[src/hw/rtl/fpba_pkg.sv]
// Shared types, codes and helpers for the fit-policy block allocator.
// Used by fpba_cell and fit_policy_block_allocator_top; no dependencies.
`timescale 1ns / 1ps

package fpba_pkg;

  localparam int MAX_BLOCKS_DEF = 64;
  localparam int SIZE_BITS_DEF  = 16;
  localparam int SUM_BITS       = 22;
  localparam logic [SUM_BITS-1:0] SUM_MAX = {SUM_BITS{1'b1}};

  // input actions
  localparam logic [1:0] ACT_LOAD    = 2'd0;
  localparam logic [1:0] ACT_ALLOC   = 2'd1;
  localparam logic [1:0] ACT_REPORT  = 2'd2;
  localparam logic [1:0] ACT_RESTORE = 2'd3;

  // placement policies; code 3 behaves as first fit
  localparam logic [1:0] POL_FIRST = 2'd0;
  localparam logic [1:0] POL_BEST  = 2'd1;
  localparam logic [1:0] POL_WORST = 2'd2;

  // config register indexes
  localparam logic REG_FIT_POLICY  = 1'b0;
  localparam logic REG_BLOCK_COUNT = 1'b1;

  typedef enum logic [1:0] {
    UPD_NONE,
    UPD_LOAD,
    UPD_TAKE,
    UPD_RESTORE
  } upd_op_t;

  typedef struct packed {
    logic valid;
    logic report;
    logic found;
  } scan_ctl_t;

  typedef struct packed {
    logic [SUM_BITS-1:0] internal_sum;
    logic [SUM_BITS-1:0] external_sum;
    logic [SUM_BITS-1:0] total_sum;
  } scan_sums_t;

  function automatic logic [SUM_BITS-1:0] sat_add(input logic [SUM_BITS-1:0] a,
                                                  input logic [31:0] b);
    logic [32:0] s;
    s = 33'(a) + 33'(b);
    return (s > 33'(SUM_MAX)) ? SUM_MAX : s[SUM_BITS-1:0];
  endfunction

endpackage

[src/hw/rtl/fpba_cell.sv]
// One block slot of the allocator chain: holds sizes and mark, and
// updates the scan beat passing through it. Depends on fpba_pkg.
`timescale 1ns / 1ps

module fpba_cell #(
  parameter int MAX_BLOCKS = fpba_pkg::MAX_BLOCKS_DEF,
  parameter int SIZE_BITS  = fpba_pkg::SIZE_BITS_DEF,
  parameter int IDX        = 0,
  localparam int IW = $clog2(MAX_BLOCKS),
  localparam int CW = $clog2(MAX_BLOCKS + 1)
) (
  input  logic                   clk,
  input  logic                   rst,
  input  logic [CW-1:0]          n_active,
  input  logic [1:0]             policy,
  input  fpba_pkg::upd_op_t      upd_op,
  input  logic [IW-1:0]          upd_idx,
  input  logic [SIZE_BITS-1:0]   upd_size,
  input  fpba_pkg::scan_ctl_t    ctl_in,
  input  logic [IW-1:0]          pick_in,
  input  logic [SIZE_BITS-1:0]   best_in,
  input  logic [SIZE_BITS-1:0]   req_in,
  input  fpba_pkg::scan_sums_t   sums_in,
  output fpba_pkg::scan_ctl_t    ctl_out,
  output logic [IW-1:0]          pick_out,
  output logic [SIZE_BITS-1:0]   best_out,
  output logic [SIZE_BITS-1:0]   req_out,
  output fpba_pkg::scan_sums_t   sums_out
);

  logic [SIZE_BITS-1:0] rem;
  logic [SIZE_BITS-1:0] orig;
  logic                 mark;

  logic                 active;
  logic                 take;
  logic                 hit;
  fpba_pkg::scan_ctl_t  ctl_next;
  logic [IW-1:0]        pick_next;
  logic [SIZE_BITS-1:0] best_next;
  fpba_pkg::scan_sums_t sums_next;

  assign active = (CW'(IDX) < n_active);
  assign hit    = (upd_idx == IW'(IDX));

  always_comb begin
    ctl_next  = ctl_in;
    pick_next = pick_in;
    best_next = best_in;
    sums_next = sums_in;
    take      = 1'b0;
    if (ctl_in.valid && active) begin
      if (ctl_in.report) begin
        sums_next.total_sum = fpba_pkg::sat_add(sums_in.total_sum, 32'(orig));
        if (mark) begin
          sums_next.internal_sum = fpba_pkg::sat_add(sums_in.internal_sum, 32'(rem));
        end else begin
          sums_next.external_sum = fpba_pkg::sat_add(sums_in.external_sum, 32'(rem));
        end
      end else if (rem >= req_in) begin
        if (!ctl_in.found) begin
          take = 1'b1;
        end else if (policy == fpba_pkg::POL_BEST) begin
          take = (rem < best_in);
        end else if (policy == fpba_pkg::POL_WORST) begin
          take = (rem > best_in);
        end
      end
    end
    if (take) begin
      ctl_next.found = 1'b1;
      pick_next      = IW'(IDX);
      best_next      = rem;
    end
  end

  always_ff @(posedge clk) begin
    if (rst) begin
      ctl_out <= '0;
      mark    <= 1'b0;
    end else begin
      ctl_out <= ctl_next;
      unique case (upd_op)
        fpba_pkg::UPD_LOAD:    if (hit) mark <= 1'b0;
        fpba_pkg::UPD_TAKE:    if (hit) mark <= 1'b1;
        fpba_pkg::UPD_RESTORE: mark <= 1'b0;
        default: ;
      endcase
    end
  end

  always_ff @(posedge clk) begin
    pick_out <= pick_next;
    best_out <= best_next;
    req_out  <= req_in;
    sums_out <= sums_next;
    unique case (upd_op)
      fpba_pkg::UPD_LOAD: begin
        if (hit) begin
          orig <= upd_size;
          rem  <= upd_size;
        end
      end
      fpba_pkg::UPD_TAKE:    if (hit) rem <= rem - upd_size;
      fpba_pkg::UPD_RESTORE: rem <= orig;
      default: ;
    endcase
  end

endmodule

[config.mk]
export PLATFORM = sky130hd
export DESIGN_NAME = fpba_cell
export DESIGN_NICKNAME = d
export VERILOG_FILES = /design/src/hw/rtl/fpba_pkg.sv /design/src/hw/rtl/fpba_cell.sv
export SDC_FILE = /design/constraint.sdc
export NUM_CORES = 1
export LEC_CHECK = 0
export ABC_AREA = 1
export BUFFER_PORTS_ARGS = -buffer_cell sky130_fd_sc_hd__buf_2
export CORE_MARGIN = 2
export CORE_UTILIZATION = 52
export CTS_CLUSTER_DIAMETER = 200
export DETAILED_ROUTE_END_ITERATION = 10
export PLACE_DENSITY = 0.85
export SYNTH_ARGS = -nofsm -noshare
export SYNTH_HDL_FRONTEND = slang
export SYNTH_SLANG_ARGS = --single-unit
[constraint.sdc]
create_clock -name clk -period 3.25 [get_ports clk]
set_input_delay 0.1625 -clock clk [delete_from_list [all_inputs] [get_ports clk]]
set_output_delay 0.1625 -clock clk [all_outputs]
set_load 0.05 [all_outputs]
-- Word-level counts from Yosys, hierarchy flattened
Cells that the tools add are included.
- word-level logic and storage cells: 56
- input bits: 142
- register bits after elaboration: 140
- output and inout bits: 107
- equal/unequal tests: 7
- reduce and logical (&&, ||, !) cells: 5
- magnitude comparators: 7
- $add $sub $neg: 4
- muxes and demuxes: 21
- operators by type and width (kind ; count):
    two-way mux 66 bit ; 2
    two-way mux 22 bit ; 5
    adder 22 x 16 -> 23 bit ; 3
    > comparator 23 x 22 -> 1 bit, second input constant ; 3
    two-way mux 16 bit ; 3
    one-hot mux 16 bit (3 select lines) ; 1
    >= comparator 16 bit ; 1
    > comparator 16 bit ; 1
    < comparator 16 bit ; 1
    subtractor 16 bit ; 1
    two-way mux 1 bit ; 9
    < comparator 1 x 7 -> 1 bit, first input constant ; 1
    == test 2 bit, second input constant ; 3
    logical NOT 6 bit ; 1
    == test 2 x 1 -> 1 bit, second input constant ; 2
    != test 2 bit, second input constant ; 2
    one-hot mux 1 bit (3 select lines) ; 1
    AND reduction 3 bit ; 1
    nonzero test 3 bit ; 1
    AND reduction 2 bit ; 1
    logical AND 1 bit ; 1

-- Logic depth before layout (Yosys ltp)
Gate-level depths: netlist of the first run.
- depth after elaboration: 8
- depth in mapped cells: 17
- depth with buffers taken out: 16

-- Least setup slack after synthesis of the first run
Ideal clock, no wire load.
- path kind: input-to-reg
- start point: input upd_idx[3]
- end point: register rem[0], enable pin
- data required time: 2.836 ns
- slack: 1.161 ns
- setup time: 0.414 ns
- arrival time: 1.675 ns
- cell stages on the path: 4
- path buffers: 0
- cell sequence: nor2_1 and3_1 inv_1 o21ai_0
- word-level cells in the longest chain between the ends: 3
- elaborated cells between the ends (all ways): 4
- those cells by class: eq/ne: 2; reduce/logical: 2
- ends and longest elaborated chain (what ; line ; text):
    from (decl) ; fpba_cell.sv:17 ; input logic [IW-1:0] upd_idx,
    logical NOT 6 bit (*) ; fpba_cell.sv:44 ; assign hit = (upd_idx == IW'(IDX));
    != test 2 bit (no line) ; -- ;
    AND reduction 3 bit (no line) (*) ; -- ;
    to (signal assigned) ; fpba_cell.sv:101 ; rem <= upd_size;
    to (signal assigned) ; fpba_cell.sv:104 ; fpba_pkg::UPD_TAKE: if (hit) rem <= rem - upd_size;
    to (signal assigned) ; fpba_cell.sv:105 ; fpba_pkg::UPD_RESTORE: rem <= orig;
    to (decl) ; fpba_cell.sv:31 ; logic [SIZE_BITS-1:0] rem;
Every way passes the cells marked *; elsewhere a longest branch is shown, timed or not.
A chain may end at the register's enable or synchronous reset.

-- Final worst setup path of the first run
- start point: register rem[13]
- end point: register best_out[12]
- word-level cells in the longest chain between the ends: 8
- elaborated cells between the ends (all ways): 10
- those cells by class: order compare: 3; mux: 7
- ends and longest elaborated chain (what ; line ; text):
    > comparator 16 bit ; fpba_cell.sv:66 ; take = (rem > best_in);
    two-way mux 1 bit ; fpba_cell.sv:65 ; end else if (policy == fpba_pkg::POL_WORST) begin
    two-way mux 1 bit ; fpba_cell.sv:63 ; end else if (policy == fpba_pkg::POL_BEST) begin
    two-way mux 1 bit ; fpba_cell.sv:61 ; if (!ctl_in.found) begin
    two-way mux 1 bit (*) ; fpba_cell.sv:60 ; end else if (rem >= req_in) begin
    two-way mux 1 bit (*) ; fpba_cell.sv:53 ; if (ctl_in.report) begin
    two-way mux 1 bit (*) ; fpba_cell.sv:52 ; if (ctl_in.valid && active) begin
    two-way mux 16 bit (*) ; fpba_cell.sv:70 ; if (take) begin
    via best_next[12] ; fpba_cell.sv:40 ; logic [SIZE_BITS-1:0] best_next;
    to (signal assigned) ; fpba_cell.sv:94 ; best_out <= best_next;
    to (decl) ; fpba_cell.sv:26 ; output logic [SIZE_BITS-1:0] best_out,
Mark *: on every way through the listed nets, which the timed path passes. The rest lies on a longest branch.

==> results of run 1 <==
## sequential cells by signal, summed over array words and instances, names as in the netlist
signal	flops
sums_out	66
mark	1
pick_out	6
orig	16
req_out	16
rem	16
best_out	16
ctl_out	3
## worst register-to-register path: cells and delay by family (launching register included)
| family | cells | cell delay [ps] |
|---|---|---|
| flip-flops | 1 | 560 |
| adder cells (fa/ha/maj) | 1 | 380 |
| AO/OA/AOI/OAI | 2 | 300 |
| buffers and inverters | 1 | 40 |
| AND/OR/NAND/NOR | 7 | 1350 |
## per-stage QoR
stage	setup slack (ps)	instances	area, um^2
finish	527	1822	12100
global route	303	1820	12100
floorplan	1160	1251	9250
CTS	653	1820	12100
global placement	744	1713	10700
detailed placement	675	1713	10700
## power groups by stage
stage,Combinational (uW),Clock (uW),Sequential [uW]
floorplan,713,0,2330
global placement,1450,0,1990
detailed placement,1470,0,2000
CTS,1550,2010,1960
global route,1720,2080,1970
finish,1580,2000,1960
## kinds of logic after synthesis
family                     Yosys count
and+or+nand+nor                    578
AOI/OAI and AO/OA                  217
buffers and inverters              182
adders and majority gates           99
xor gates and xnor gates            35
DFF                                140
## cell type report
| cell class | count | area [um^2] | share of cell area |
|---|---|---|---|
| multi-input cells | 929 | 5410 | 0.449 |
| flip-flops and latches | 140 | 3120 | 0.259 |
| repair buffers | 327 | 2020 | 0.168 |
| inverters | 167 | 627 | 0.0520 |
| clock buffers | 18 | 429 | 0.0356 |
| well taps | 225 | 282 | 0.0233 |
| clock inverters | 14 | 156 | 0.0130 |
| diodes | 2 | 5.00 | 0.000415 |
## final timing paths
kind	start	cells after the start	endpoint
worst max-delay path	rem[13]$_DFFE_PP_	11	best_out[12]$_DFF_P_
worst max register to register	rem[13]$_DFFE_PP_	11	best_out[12]$_DFF_P_
worst min-delay path	ctl_in[0]	3	ctl_out[0]$_SDFF_PP0_
worst min register to register	mark$_SDFFE_PP0P_	2	mark$_SDFFE_PP0P_
## layer usage
layer	wire, um	share of wire	vias up	track usage
li1	-	-	4826	-
met1	12800	0.42	4433	0.408
met2	13900	0.46	546	0.533
met3	2550	0.084	89	0.0585
met4	1090	0.036	0	0.128
met5	0	0	-	0
## repair_timing
action / CTS / global route
hold endpoints to repair: 76 / 0
setup buffers: 0 / 0
hold buffers: 75 / 0
## placed cells by master, fill, tap and decap left out, drive strengths merged
cell         synthesis  routed
clkbuf               7      18
nand3b               5       5
nand2              320     320
and3                 2       2
edfxtp              32      32
dlygate4sd3          0      75
o21a                17      17
o21ai               56      56
bufinv               0       2
a2bb2oi              3       3
nor3b                1       1
o21bai               6       6
dfxtp              108     108
nand4               24      24
nor4                 1       1
or2                 34      34
nand3               79      79
ha                  95      95
inv                167     176
clkinvlp             0       1
a211oi               2       2
a21o                 5       5
o22ai                7       7
xor2                23      23
fa                   4       4
o211ai               8       8
a21boi               6       6
buf                  8     252
clkinv               0       2
o221ai               5       5
nor3                10      10
xnor2               12      12
nor2               102     102
a22o                 1       1
diode                0       2
a31oi                2       2
a21oi               99      99
==> flow_summary.ini, run 1 <==
[logic_synthesis]
synth_top_family_by_area = simple AND/OR/NAND/NOR gates
synth_fp_nets = 1492
muxShareOfSynthArea = 0
ys_warn_count = 0
ys.flop_type = dfxtp_1
synthesis.area_um2 = 9250
synthAdderAreaFrac = 0.137
synth.avg_cell_area_um2 = 7.39
yosys.cell_types.count = 50
synthArstFlopShare = 0
synthXorXnorAreaFrac = 0.0331
synth-seq-cells = 140
synth_most_common_cell = nand2_1
ys_seq_area_frac = 0.338
synth_top_area_cell = dfxtp_1
synth_compound_area_frac = 0.138
synthTopCellsByArea = dfxtp_1, ha_1, nand2_1, edfxtp_1, inv_1
synth_cells = 1251
yosys.area.top_type_share = 0.234
synth_edf_count = 32
yosys-top-cells-count = nand2_1, inv_1, dfxtp_1, ha_1, nor2_1
synthSimpleGateAreaFrac = 0.277

[run_status]
status = finished with violations
violations = hold timing

[clock_network]
worstSkewPairLatency_ps = 440
clk_path_buf_depth = 2
ctsResizeCount = 0
htree_levels = 4
cts-root-buf = clkbuf_16
path_clk_slew_ps = 70
cts.sinks = 140
cts-buffers-inserted = 17
cts_tree = built

[place]
hpwl_mm = 22.4
place_congestion = 0.978
port_buffers = 248

[layout]
areaGrowthSynthToFinish_pct = 30.3
fin_util = 0.695
final_layout_size_suffix_gt1_frac = 0.214
final_nets = 1823
fillers = 1358

[routing]
wl_per_cell_um = 16.6
via_per_inst = 5.43
postRouteAntennaNets = 0
drt_iter0_drc = 910
firstDrtPassIters = 5
drc = 0
wl_mm = 30.3
vias = 9894

[die]
dieHeight_um = 137
initial_core_util = 0.533
die_area_um2 = 18900
ioPinCount = 249
row_count = 48
core_area_um2 = 17400
fp.dieW_um = 137

[pwr]
ir_worst_vdd_mv = 0.471
p_clk_frac = 0.361
power_density_nw_per_um2 = 460
finalPower_uw = 5550
power_leakage_uw = 0.00622
power_switching_uw = 1980
power.share.sequential = 0.354
p_int_uw = 3570
swShare = 0.357
p_comb_frac = 0.285

[sta]
tightest_slew_ps = 1170
maxSlewHeadroom = 0.218
rsz0062_at_grt = no
holdWs_ps = -3.95
finClkSkew_ps = 13.8
hold_violations = 1
post-route-period-util = 0.838
tns_ps = 0
setup_violations = 0
min_period_ps = 2720
clock.fmax_mhz = 367
drv_slew = 0

[critical_path]
crit_arrival_ps = 3040
cpLargestDelayFamily = simple AND/OR/NAND/NOR gates
path_common_cell = nand2_1
worstSetupStartpointType = flop
worst_setup_path_end_kind = flop
worstSetupPathType = reg -> reg
rrSetupSlack_ps = 530
max_stage_delay_ps = 560
cp_cell_sequence = ha_1, nand2_1, inv_1, o21ai_1, nand2_1, a21oi_1, nand3_1, nand3_2, nand3_2, nand2_1, nand2_1
critical_path_buf_inv_count = 1
critPathSlowestCell = edfxtp_1
cp.required_ps = 3570
path_max_fanout = 22

[grt]
grt_pass1_wl_mm = 46.6
grt_antenna_before_repair = 0
grt_max_degree = 25
grt_usage = 0.319
grt_pass1_vias = 9435
overflow = 0

[flow_run]
cap_viol_max_count = 0

[min_path]
hp-class = in -> reg
Power figures use the tool's default switching activity.
==> inputs of run 2 (changes only) <==
CORE_UTILIZATION = 49   (was 52)
PLACE_DENSITY = 0.84   (was 0.85)
clock period = 2.5 ns   (was 3.25 ns; I/O delays follow)
==> run 2 against run 1 <==
Effect of this change: the run now ends clean; design area is 2.4% higher; largest power group is now sequential cells; first-iteration DRC count down 7.7%; fmax is 16% higher; count of clock-buffer cells in the layout up 1; combinational power is 33% higher; sequential share of layout area shrank 0.60 points; highest routed layer unchanged; global-route usage decreased by 1.9 points; wire length barely moved; critical path depth stayed put; sequential power grew 30%; hold slack better by 15 ps.
==> flow_summary.ini, run 2 (synthesis results as in run 1) <==
[sta]
tns_ps = 0
post-route-period-util = 0.941
min_period_ps = 2350
tightest_slew_ps = 852
hold_violations = 0
setup_violations = 0
maxSlewHeadroom = 0.430
clock.fmax_mhz = 425
rsz0062_at_grt = no
finClkSkew_ps = 12.1
drv_slew = 0

[critical_path]
path_max_fanout = 22
critPathSlowestCell = edfxtp_1
max_stage_delay_ps = 560
cp.required_ps = 2820
worst_setup_path_end_kind = flop
rrSetupSlack_ps = 150
worstSetupPathType = reg -> reg
path_common_cell = nand2_1
worstSetupStartpointType = flop
crit_arrival_ps = 2670
cp_cell_sequence = ha_1, nand2_1, inv_1, nand2_1, nand2_1, a21oi_1, nand3_1, nand3_2, nand3_4, nand2_1, nand2_1

[clock_network]
cts.sinks = 140
cts_tree = built
path_clk_slew_ps = 70
htree_levels = 4
worstSkewPairLatency_ps = 440
cts-root-buf = clkbuf_16
clk_path_buf_depth = 2
cts-buffers-inserted = 17

[layout]
largest_reg_flops = 66
top_register = sums_out
n_antenna_cell = 0
fillers = 1564
layout_commonest_cell = nand2_1
fin_util = 0.662
fin_area_um2 = 12300
areaGrowthSynthToFinish_pct = 33.4
most-common-layout-cells = nand2_1, buf_2, inv_1, dfxtp_1, ha_1
final_layout_size_suffix_gt1_frac = 0.221
final_nets = 1854

[routing]
drc = 0
wl_per_cell_um = 16.3
vias = 9984
postRouteAntennaNets = 0
wl_mm = 30.3
via_per_inst = 5.37
met3_wirelength_mm = 2.58
highest_layer = met4
drt_iter0_drc = 840
firstDrtPassIters = 5
wl_met2_mm = 14.0
drt-met1-wl_mm = 12.3

[flow_run]
cap_viol_max_count = 0

[die]
die_area_um2 = 20000
core_area_um2 = 18600
fp.dieW_um = 141
ioPinCount = 249
row_count = 50
dieHeight_um = 141
initial_core_util = 0.496

[pwr]
power_density_nw_per_um2 = 580
power_leakage_uw = 0.00636
ir_worst_vdd_mv = 0.458
finalPower_uw = 7160

[place]
hpwl_mm = 22.8
dpl_cell_area_um2 = 10800
place_congestion = 0.938
port_buffers = 248

[grt]
grt_pass1_vias = 9863
grt_usage = 0.300
overflow = 0
grt_antenna_before_repair = 0
grt_max_degree = 25
grt_pass1_wl_mm = 47.3

[min_path]
hp-class = in -> reg

[run_status]
status = completed
run 2: cell count changes in the layout (fill, tap and decap cells not counted), moves of 2 or more:
cell,previous run,this run
dlygate4sd3_1,75,92
buf_4,4,18
clkinv_2,0,4
inv_6,6,3
diode_2,2,0
nand2_1,314,312
run 2: worst paths after layout:
check / endpoint / startpoint / cells after the start
hold reg to reg: mark$_SDFFE_PP0P_ / mark$_SDFFE_PP0P_ / 2
setup / recovery: best_out[12]$_DFF_P_ / rem[11]$_DFFE_PP_ / 11
setup reg to reg: best_out[12]$_DFF_P_ / rem[11]$_DFFE_PP_ / 11
hold / removal: sums_out[34]$_DFF_P_ / sums_in[34] / 2
run 2: layout make-up:
| cell class | instances | area, um^2 | area share |
|---|---|---|---|
| clock buffers | 19 | 454 | 0.0368 |
| clock inverters | 13 | 113 | 0.00912 |
| inverters | 167 | 629 | 0.0510 |
| multi-input cells | 929 | 5430 | 0.440 |
| flip-flops and latches | 140 | 3120 | 0.253 |
| well taps | 234 | 293 | 0.0237 |
| repair buffers | 358 | 2300 | 0.186 |
run 2: metrics by stage:
step	std cells	hold WS [ps]	worst slack (ps)
2_1_floorplan	1251	153	449
3_3_place_gp	1732	245	59.1
3_5_place_dp	1732	246	-5.32
4_1_cts	1858	0.549	89.2
5_1_grt	1860	2.26	10.6
6_report	1860	10.7	147
run 2: critical path, delay by kind of cell, from the launching register on:
kind | cells | cell delay (ps)
AO/OA/AOI/OAI | 1 | 190
AND/OR/NAND/NOR | 8 | 1040
flip-flops | 1 | 560
adder cells (fa/ha/maj) | 1 | 380
buffers and inverters | 1 | 60
run 2: layer usage:
| metal | up-vias | track usage |
|---|---|---|
| met5 | - | 0 |
| met3 | 104 | 0.0661 |
| met2 | 514 | 0.517 |
| li1 | 4873 | - |
| met4 | 0 | 0.154 |
| met1 | 4493 | 0.353 |
run 2: power by group:
group	internal, uW	total [uW]	switching (uW)
logic	714	2100	1380
registers	2470	2550	80.7
clock network	1430	2520	1080
total	4610	7160	2550
run 2: what timing repair did:
| item | 4_1_cts | 5_1_grt |
|---|---|---|
| gates resized for setup | 0 | 6 |
| endpoints found under the hold margin | 91 | 0 |
| setup endpoints to repair | 2 | 40 |
| hold buffers | 92 | 0 |
| buffers inserted | 2 | 2 |
